[src/sv/sde_pkg.sv]
// Shared types, constants and tables for the split-band de-esser.
`timescale 1ns / 1ps
package sde_pkg;

  localparam int SampleBits      = 24;
  localparam int Guard           = 32 - SampleBits;
  localparam int ChannelsDefault = 2;
  localparam int CfgIdxBits      = 3;
  localparam int CfgDataBits     = 18;
  localparam int AttBits         = 11;

  localparam int DivSteps = 54;
  localparam int ExpSteps = 24;
  localparam int LogSteps = 16;

  localparam logic [37:0] TcNum            = 38'd242044063232;
  localparam logic signed [31:0] LpNum     = 32'sd152080770;
  localparam logic signed [31:0] CbPerLog2 = 32'sd39456604;
  localparam logic signed [31:0] Log2Ten   = 32'sd7133786;
  localparam logic [31:0] EnvFloor         = 32'd2147;
  localparam logic [30:0] OneQ30           = 31'h4000_0000;

  typedef struct packed {
    logic signed [SampleBits-1:0] left_sample;
    logic signed [SampleBits-1:0] right_sample;
  } in_t;

  typedef struct packed {
    logic signed [SampleBits-1:0] left_out;
    logic signed [SampleBits-1:0] right_out;
    logic [AttBits-1:0]           attenuation;
  } out_t;

  typedef enum logic [CfgIdxBits-1:0] {
    REG_TARGET_FREQUENCY = 3'd0,
    REG_TARGET_THRESHOLD = 3'd1,
    REG_TARGET_REDUCTION = 3'd2,
    REG_ENABLE_REDUCTION = 3'd3,
    REG_SAMPLE_RATE      = 3'd4,
    REG_CHANNELS_IN_USE  = 3'd5
  } cfg_reg_e;

  typedef enum logic [4:0] {
    OP_NONE,
    OP_LOAD,
    OP_DIV_LOAD_TC,
    OP_DIV_LOAD_LC,
    OP_DIV_STEP,
    OP_EXP_LOAD,
    OP_EXP_STEP,
    OP_EXP_END,
    OP_SM_MUL,
    OP_SM_ADD,
    OP_LC_MUL,
    OP_HI,
    OP_LOG_LOAD,
    OP_NORM,
    OP_LOG_PREP,
    OP_LOG_STEP,
    OP_LOG_END,
    OP_LOG_MUL,
    OP_OVER,
    OP_TG_MUL,
    OP_OUT_MUL,
    OP_OUT_ADD,
    OP_ATT,
    OP_EMIT
  } op_e;

  typedef enum logic [2:0] {
    TGT_FREQ,
    TGT_THR,
    TGT_RED,
    TGT_LP0,
    TGT_LP1,
    TGT_ENV,
    TGT_GAIN
  } tgt_e;

  typedef enum logic [2:0] {
    PH_TC,
    PH_LC,
    PH_TG,
    PH_ENV,
    PH_GAIN
  } phase_e;

  typedef enum logic [4:0] {
    ST_IDLE,
    ST_TC_SETUP,
    ST_DIV,
    ST_EXP_LOAD,
    ST_EXP,
    ST_EXP_END,
    ST_SM_MUL,
    ST_SM_ADD,
    ST_LC_MUL,
    ST_LC_DIV,
    ST_HI,
    ST_LOG_LOAD,
    ST_NORM,
    ST_LOG_PREP,
    ST_LOG,
    ST_LOG_END,
    ST_LOG_MUL,
    ST_OVER,
    ST_TG_MUL,
    ST_OUT_MUL,
    ST_OUT_ADD,
    ST_ATT,
    ST_EMIT
  } state_e;

  typedef struct packed {
    op_e        op;
    logic [2:0] idx;
    tgt_e       tgt;
    logic       ch;
    logic [4:0] k;
    phase_e     phase;
  } cmd_t;

  typedef struct packed {
    logic norm_top;
    logic coef_ok;
    logic out_free;
    logic mono;
  } stat_t;

  function automatic logic [63:0] sde_isqrt(input logic [63:0] v);
    logic [63:0] r;
    logic [63:0] b;
    logic [63:0] rem;
    r   = '0;
    b   = 64'h4000_0000_0000_0000;
    rem = v;
    for (int i = 0; i < 32; i++) begin
      if (b > rem) b = b >> 2;
    end
    for (int i = 0; i < 32; i++) begin
      if (b != 0) begin
        if (rem >= r + b) begin
          rem = rem - (r + b);
          r   = (r >> 1) + b;
        end else begin
          r = r >> 1;
        end
        b = b >> 2;
      end
    end
    return r;
  endfunction

  function automatic logic [24:0][30:0] sde_pow_table();
    logic [24:0][30:0] tab;
    logic [63:0]       t;
    tab    = '0;
    t      = sde_isqrt(64'd1 << 59);
    tab[1] = t[30:0];
    for (int k = 2; k <= 24; k++) begin
      t      = sde_isqrt(t << 30);
      tab[k] = t[30:0];
    end
    return tab;
  endfunction

  localparam logic [24:0][30:0] PowTab = sde_pow_table();

endpackage

[src/sv/sde_ctrl.sv]
// Sequencer for the de-esser: steps the datapath through one frame.
`timescale 1ns / 1ps
module sde_ctrl (
  input  logic           clk_i,
  input  logic           rst_ni,
  input  logic           in_valid_i,
  input  sde_pkg::stat_t stat_i,
  output sde_pkg::cmd_t  cmd_o,
  output logic           busy_o
);
  import sde_pkg::*;

  state_e     state_q, state_d;
  logic [5:0] cnt_q, cnt_d;
  logic [2:0] idx_q, idx_d;
  phase_e     phase_q, phase_d;
  tgt_e       tgt_q, tgt_d;
  logic       ch_q, ch_d;

  always_ff @(posedge clk_i or negedge rst_ni) begin
    if (!rst_ni) begin
      state_q <= ST_IDLE;
      cnt_q   <= '0;
      idx_q   <= '0;
      phase_q <= PH_TC;
      tgt_q   <= TGT_FREQ;
      ch_q    <= 1'b0;
    end else begin
      state_q <= state_d;
      cnt_q   <= cnt_d;
      idx_q   <= idx_d;
      phase_q <= phase_d;
      tgt_q   <= tgt_d;
      ch_q    <= ch_d;
    end
  end

  always_comb begin
    state_d = state_q;
    cnt_d   = cnt_q;
    idx_d   = idx_q;
    phase_d = phase_q;
    tgt_d   = tgt_q;
    ch_d    = ch_q;
    case (state_q)
      ST_IDLE: begin
        if (in_valid_i) begin
          if (stat_i.coef_ok) begin
            state_d = ST_SM_MUL;
            tgt_d   = TGT_FREQ;
          end else begin
            state_d = ST_TC_SETUP;
            idx_d   = '0;
          end
        end
      end
      ST_TC_SETUP: begin
        state_d = ST_DIV;
        cnt_d   = '0;
        phase_d = PH_TC;
      end
      ST_DIV: begin
        if (cnt_q == 6'(DivSteps - 1)) begin
          state_d = ST_EXP_LOAD;
          cnt_d   = '0;
        end else begin
          cnt_d = cnt_q + 6'd1;
        end
      end
      ST_EXP_LOAD: begin
        state_d = ST_EXP;
        cnt_d   = '0;
      end
      ST_EXP: begin
        if (cnt_q == 6'(ExpSteps - 1)) begin
          state_d = ST_EXP_END;
        end else begin
          cnt_d = cnt_q + 6'd1;
        end
      end
      ST_EXP_END: begin
        case (phase_q)
          PH_TC: begin
            if (idx_q == 3'd4) begin
              state_d = ST_SM_MUL;
              tgt_d   = TGT_FREQ;
            end else begin
              state_d = ST_TC_SETUP;
              idx_d   = idx_q + 3'd1;
            end
          end
          PH_LC: begin
            state_d = ST_SM_MUL;
            tgt_d   = TGT_LP0;
          end
          default: begin
            state_d = ST_SM_MUL;
            tgt_d   = TGT_GAIN;
          end
        endcase
      end
      ST_SM_MUL: state_d = ST_SM_ADD;
      ST_SM_ADD: begin
        case (tgt_q)
          TGT_FREQ: begin
            state_d = ST_SM_MUL;
            tgt_d   = TGT_THR;
          end
          TGT_THR: begin
            state_d = ST_SM_MUL;
            tgt_d   = TGT_RED;
          end
          TGT_RED: state_d = ST_LC_MUL;
          TGT_LP0: begin
            if (stat_i.mono) begin
              state_d = ST_HI;
            end else begin
              state_d = ST_SM_MUL;
              tgt_d   = TGT_LP1;
            end
          end
          TGT_LP1: state_d = ST_HI;
          TGT_ENV: begin
            state_d = ST_LOG_LOAD;
            phase_d = PH_ENV;
          end
          default: begin
            state_d = ST_OUT_MUL;
            ch_d    = 1'b0;
          end
        endcase
      end
      ST_LC_MUL: state_d = ST_LC_DIV;
      ST_LC_DIV: begin
        state_d = ST_DIV;
        cnt_d   = '0;
        phase_d = PH_LC;
      end
      ST_HI: begin
        state_d = ST_SM_MUL;
        tgt_d   = TGT_ENV;
      end
      ST_LOG_LOAD: state_d = ST_NORM;
      ST_NORM: begin
        if (stat_i.norm_top) state_d = ST_LOG_PREP;
      end
      ST_LOG_PREP: begin
        state_d = ST_LOG;
        cnt_d   = '0;
      end
      ST_LOG: begin
        if (cnt_q == 6'(LogSteps - 1)) begin
          state_d = ST_LOG_END;
        end else begin
          cnt_d = cnt_q + 6'd1;
        end
      end
      ST_LOG_END: state_d = ST_LOG_MUL;
      ST_LOG_MUL: state_d = (phase_q == PH_ENV) ? ST_OVER : ST_ATT;
      ST_OVER:    state_d = ST_TG_MUL;
      ST_TG_MUL: begin
        state_d = ST_EXP_LOAD;
        phase_d = PH_TG;
      end
      ST_OUT_MUL: state_d = ST_OUT_ADD;
      ST_OUT_ADD: begin
        if (!ch_q) begin
          state_d = ST_OUT_MUL;
          ch_d    = 1'b1;
        end else begin
          state_d = ST_LOG_LOAD;
          phase_d = PH_GAIN;
        end
      end
      ST_ATT: state_d = ST_EMIT;
      ST_EMIT: begin
        if (stat_i.out_free) state_d = ST_IDLE;
      end
      default: state_d = ST_IDLE;
    endcase
  end

  always_comb begin
    cmd_o.op    = OP_NONE;
    cmd_o.idx   = idx_q;
    cmd_o.tgt   = tgt_q;
    cmd_o.ch    = ch_q;
    cmd_o.k     = cnt_q[4:0] + 5'd1;
    cmd_o.phase = phase_q;
    busy_o      = (state_q != ST_IDLE);
    case (state_q)
      ST_IDLE:     cmd_o.op = in_valid_i ? OP_LOAD : OP_NONE;
      ST_TC_SETUP: cmd_o.op = OP_DIV_LOAD_TC;
      ST_DIV:      cmd_o.op = OP_DIV_STEP;
      ST_EXP_LOAD: cmd_o.op = OP_EXP_LOAD;
      ST_EXP:      cmd_o.op = OP_EXP_STEP;
      ST_EXP_END:  cmd_o.op = OP_EXP_END;
      ST_SM_MUL:   cmd_o.op = OP_SM_MUL;
      ST_SM_ADD:   cmd_o.op = OP_SM_ADD;
      ST_LC_MUL:   cmd_o.op = OP_LC_MUL;
      ST_LC_DIV:   cmd_o.op = OP_DIV_LOAD_LC;
      ST_HI:       cmd_o.op = OP_HI;
      ST_LOG_LOAD: cmd_o.op = OP_LOG_LOAD;
      ST_NORM:     cmd_o.op = stat_i.norm_top ? OP_NONE : OP_NORM;
      ST_LOG_PREP: cmd_o.op = OP_LOG_PREP;
      ST_LOG:      cmd_o.op = OP_LOG_STEP;
      ST_LOG_END:  cmd_o.op = OP_LOG_END;
      ST_LOG_MUL:  cmd_o.op = OP_LOG_MUL;
      ST_OVER:     cmd_o.op = OP_OVER;
      ST_TG_MUL:   cmd_o.op = OP_TG_MUL;
      ST_OUT_MUL:  cmd_o.op = OP_OUT_MUL;
      ST_OUT_ADD:  cmd_o.op = OP_OUT_ADD;
      ST_ATT:      cmd_o.op = OP_ATT;
      ST_EMIT:     cmd_o.op = stat_i.out_free ? OP_EMIT : OP_NONE;
      default:     cmd_o.op = OP_NONE;
    endcase
  end

endmodule

[config.mk]
export PLATFORM = sky130hd
export DESIGN_NAME = sde_ctrl
export DESIGN_NICKNAME = d
export VERILOG_FILES = /design/src/sv/sde_pkg.sv /design/src/sv/sde_ctrl.sv
export SDC_FILE = /design/constraint.sdc
export NUM_CORES = 1
export LEC_CHECK = 0
export ABC_CLOCK_PERIOD_IN_PS = 2400
export BUFFER_PORTS_ARGS = -buffer_cell sky130_fd_sc_hd__buf_2
export CAP_MARGIN = 30
export CORE_MARGIN = 4
export CORE_UTILIZATION = 60
export CTS_BUF_LIST = sky130_fd_sc_hd__clkbuf_2 sky130_fd_sc_hd__clkbuf_4 sky130_fd_sc_hd__clkbuf_8
export DETAILED_ROUTE_END_ITERATION = 12
export PLACE_DENSITY = 0.87
export SYNTH_ARGS = -nofsm -noshare
export SYNTH_HDL_FRONTEND = slang
export SYNTH_SLANG_ARGS = --single-unit
[constraint.sdc]
create_clock -name clk_i -period 2.4 [get_ports clk_i]
set_clock_uncertainty 0.05 [all_clocks]
set_input_delay 0.12 -clock clk_i [delete_from_list [all_inputs] [get_ports clk_i]]
set_output_delay 0.12 -clock clk_i [all_outputs]
set_load 0.005 [all_outputs]
==> flow_metrics.env <==
export IMPL_status="complete, no violations"
export IMPL_tightest_slew_ns=0.505
export IMPL_relSlewSlack_pct=66.3
export IMPL_netlist_cell_type_count=64
export IMPL_wl_met3_um=458
export IMPL_drive_above_1_share_pct=20.2
export IMPL_end_kind="output port"
export IMPL_criticalPathCategory="flip-flop to output port"
export IMPL_io_pins=28
export IMPL_wl_per_cell_um=17.2
export IMPL_hold_path_class="input port to flip-flop"
export IMPL_worstPathMaxFanout=18
export IMPL_yosysTopAreaCell="dfrtp_1"
export IMPL_finalHoldViolCount=0
export IMPL_synth_avg_cell_area_um2=8.02
export IMPL_synth_ff_type="dfrtp_1"
export IMPL_coreArea_um2=3080
export IMPL_dr_wl_met2_um=2450
export IMPL_critPathRequiredTime_ns=2.23
export IMPL_antenna_found_initial=0
export IMPL_setup_viol=0
export IMPL_antennaDiodeCount=0
export IMPL_slew_viol_final=0
export IMPL_die_h_um=65
export IMPL_cts_tree="built"
export IMPL_cts_setup_buffers=0
export IMPL_routabilityCongestion=0.967
export IMPL_rsz0062_at_grt="false"
export IMPL_drtIter0Drc=180
export IMPL_clkSinkCount=21
export IMPL_dp_hpwl_um=4190
export IMPL_layout_min_cycle_time_ns=2.19
export IMPL_clk_latency_ns=0.31
export IMPL_ys_ff_latch=21
export IMPL_root_buffer="clkbuf_4"
export IMPL_critPathLaunchType="flip-flop"
export IMPL_topRoutingLayerUsed="met4"
export IMPL_dr_pass1_iters=5
export IMPL_synth_edf_count=0
export IMPL_dieArea_um2=4230
export IMPL_grt_use_total_pct=27.1
export IMPL_clock_path_buffers=2
export IMPL_num_vias=1989
export IMPL_ys_seq_area_share_pct=27.0
export IMPL_cp_arrival_ns=2.02
export IMPL_netlist_top_cells_area="dfrtp_1, nand2_1, nor2_1, a21oi_1, o21ai_0"
export IMPL_row_count=20
export IMPL_clk_pin_slew_worst_paths_ns=0.12
export IMPL_fill_cells=278
export IMPL_power_total_uw=2970
export IMPL_cts_buffers=3
export IMPL_ant_nets=0
export IMPL_die_w_um=65
export IMPL_h_tree_depth=1
export IMPL_grt_max_degree=22
export IMPL_yosys_warnings=0
export IMPL_initial_core_util_pct=63.3
export IMPL_met1_length_um=2350
export IMPL_drt_total_wl_um=5340
export IMPL_vdd_ir_drop_worst_uv=849
export IMPL_syn2layout_area_growth_pct=10.3
export IMPL_syn_area_um2=1950
export IMPL_max_cap_violations=0
export IMPL_grt_pass1_wl_um=8980
export IMPL_p_per_area_nw_per_um2=1380
export IMPL_netlist_area_leader_share_pct=27.0
export IMPL_grt_remaining_overflow=0
export IMPL_syn_inst=243
export IMPL_async_reset_ff_share_pct=100
export IMPL_vias_per_cell=6.40
export IMPL_drcViolationCount=0
export IMPL_period_share_pct=91.1
export IMPL_synth_fp_nets=254
export IMPL_port_buffers=27
export IMPL_tns_ns=0
export IMPL_fmax_ghz=0.457
export IMPL_p_leak_uw=0.000967
export IMPL_first_global_vias=1807
export IMPL_num_nets_final=279
-- flip-flops by register name, indices dropped and copies added, names as in the netlist --
signal,count
phase_q,3
state_q,5
ch_q,1
tgt_q,3
cnt_q,6
idx_q,3
-- report_power, final --
part	switching, µW	internal, µW	leakage [µW]
sequential	288	504	0.000267
combinational	1080	907	0.000681
clock	115	76.3	0.0000184
total	1490	1490	0.000967
-- synth_stat cells (all sizes together) (3+ instances only) --
library cell / n
nand2b: 3
o32ai: 3
mux2i: 3
o22ai: 3
nor3: 6
a21oi: 15
and3b: 3
and3: 4
nand3: 12
inv: 15
mux2: 4
xnor2: 4
dfrtp: 21
nor2b: 6
ha: 4
clkbuf: 4
or3: 3
o21ai: 16
nand2: 26
nor2: 21
o21a: 4
buf: 13
o31a: 3
xor2: 4
-- per-layer routing --
metal | global-route usage (%) | vias to the layer above
met2 | 41.9 | 114
li1 | - | 941
met1 | 40.0 | 925
met5 | 0 | -
met4 | 6.33 | 0
met3 | 3.12 | 9
-- worst max-delay path: stages, from the launching register on --
cell and delay (ns):
dfrtp_2 0.61, buf_4 0.26, nand2_1 0.16, a2bb2oi_1 0.19, mux2i_1 0.16, a21oi_1 0.06
o32ai_1 0.12, buf_2 0.15
-- cells by family after synthesis --
| logic type | after synthesis | synth area share, % |
|---|---|---|
| AO/OA/AOI/OAI | 72 | 26.4 |
| multiplexers | 7 | 3.85 |
| buffers and inverters | 32 | 8.09 |
| adder cells (fa/ha/maj) | 4 | 2.57 |
| flip-flops | 21 | 27.0 |
| XOR/XNOR | 8 | 3.59 |
| AND/OR/NAND/NOR | 99 | 28.6 |
-- worst paths after layout --
check,from,to,slack [ns],cells past startpoint
worst max-delay path,state_q[3]$_DFFE_PN0P_,cmd_o[15],0.21,7
worst min-delay path,stat_i[2],idx_q[2]$_DFFE_PN0P_,0.05,3
worst max register to register,idx_q[0]$_DFFE_PN0P_,tgt_q[2]$_DFFE_PN0P_,0.22,7
worst min register to register,idx_q[0]$_DFFE_PN0P_,idx_q[0]$_DFFE_PN0P_,0.49,1
max in group asynchronous,rst_ni,state_q[3]$_DFFE_PN0P_,1.69,2
min in group asynchronous,rst_ni,cnt_q[3]$_DFFE_PN0P_,0.23,2
-- timing repair --
action	in CTS	in global routing
endpoints found under the hold margin	21	0
endpoints found under the setup margin	0	2
hold buffers	1	0
resized for setup	0	3
-- through the flow --
stage / instance area [µm²] / worst slack, ns / utilization [%] / cells / hold slack [ns]
finish: 2150 / 0.213 / 69.8 / 311 / 0.0545
global route: 2150 / 0.0368 / 69.8 / 311 / 0.0734
CTS: 2150 / 0.00750 / 69.7 / 311 / 0.0545
detailed placement: 2110 / 0.235 / 68.4 / 306 / 0.0602
global placement: 2110 / 0.269 / 68.4 / 306 / 0.0549
floorplan: 1950 / 0.483 / - / 243 / -0.226
-- layout by cell type, fill, tap and decap left out, drive strengths merged, types with 2 or more instances in the layout --
master,synthesis,layout
buf,13,36
nand2,26,26
nor2,21,21
dfrtp,21,21
o21ai,16,16
a21oi,15,15
inv,15,15
nand3,12,12
nor2b,6,6
nor3,6,6
xnor2,4,4
xor2,4,4
o21a,4,4
and3,4,4
ha,4,4
clkbuf,4,4
mux2,4,4
nand2b,3,3
o22ai,3,3
mux2i,3,3
o32ai,3,3
or3,3,3
o31a,3,3
and3b,3,3
o211a,2,2
a2bb2oi,2,2
and2,2,2
nor4,2,2
nand3b,2,2
o221ai,2,2
o31ai,2,2
o22a,2,2
nand4,2,2
a2111oi,2,2
nor3b,2,2
o2111ai,2,2
-- final cells by class --
class / count / area, µm² / share of cell area [%]
clock buffer: 4 / 30.0 / 1.40
inverter: 15 / 56.3 / 2.62
multi-input combinational: 190 / 1270 / 58.9
sequential: 21 / 529 / 24.6
tap: 44 / 55.1 / 2.56
timing repair buffer: 37 / 213 / 9.90
No activity file was read; power rests on OpenSTA's default activity.
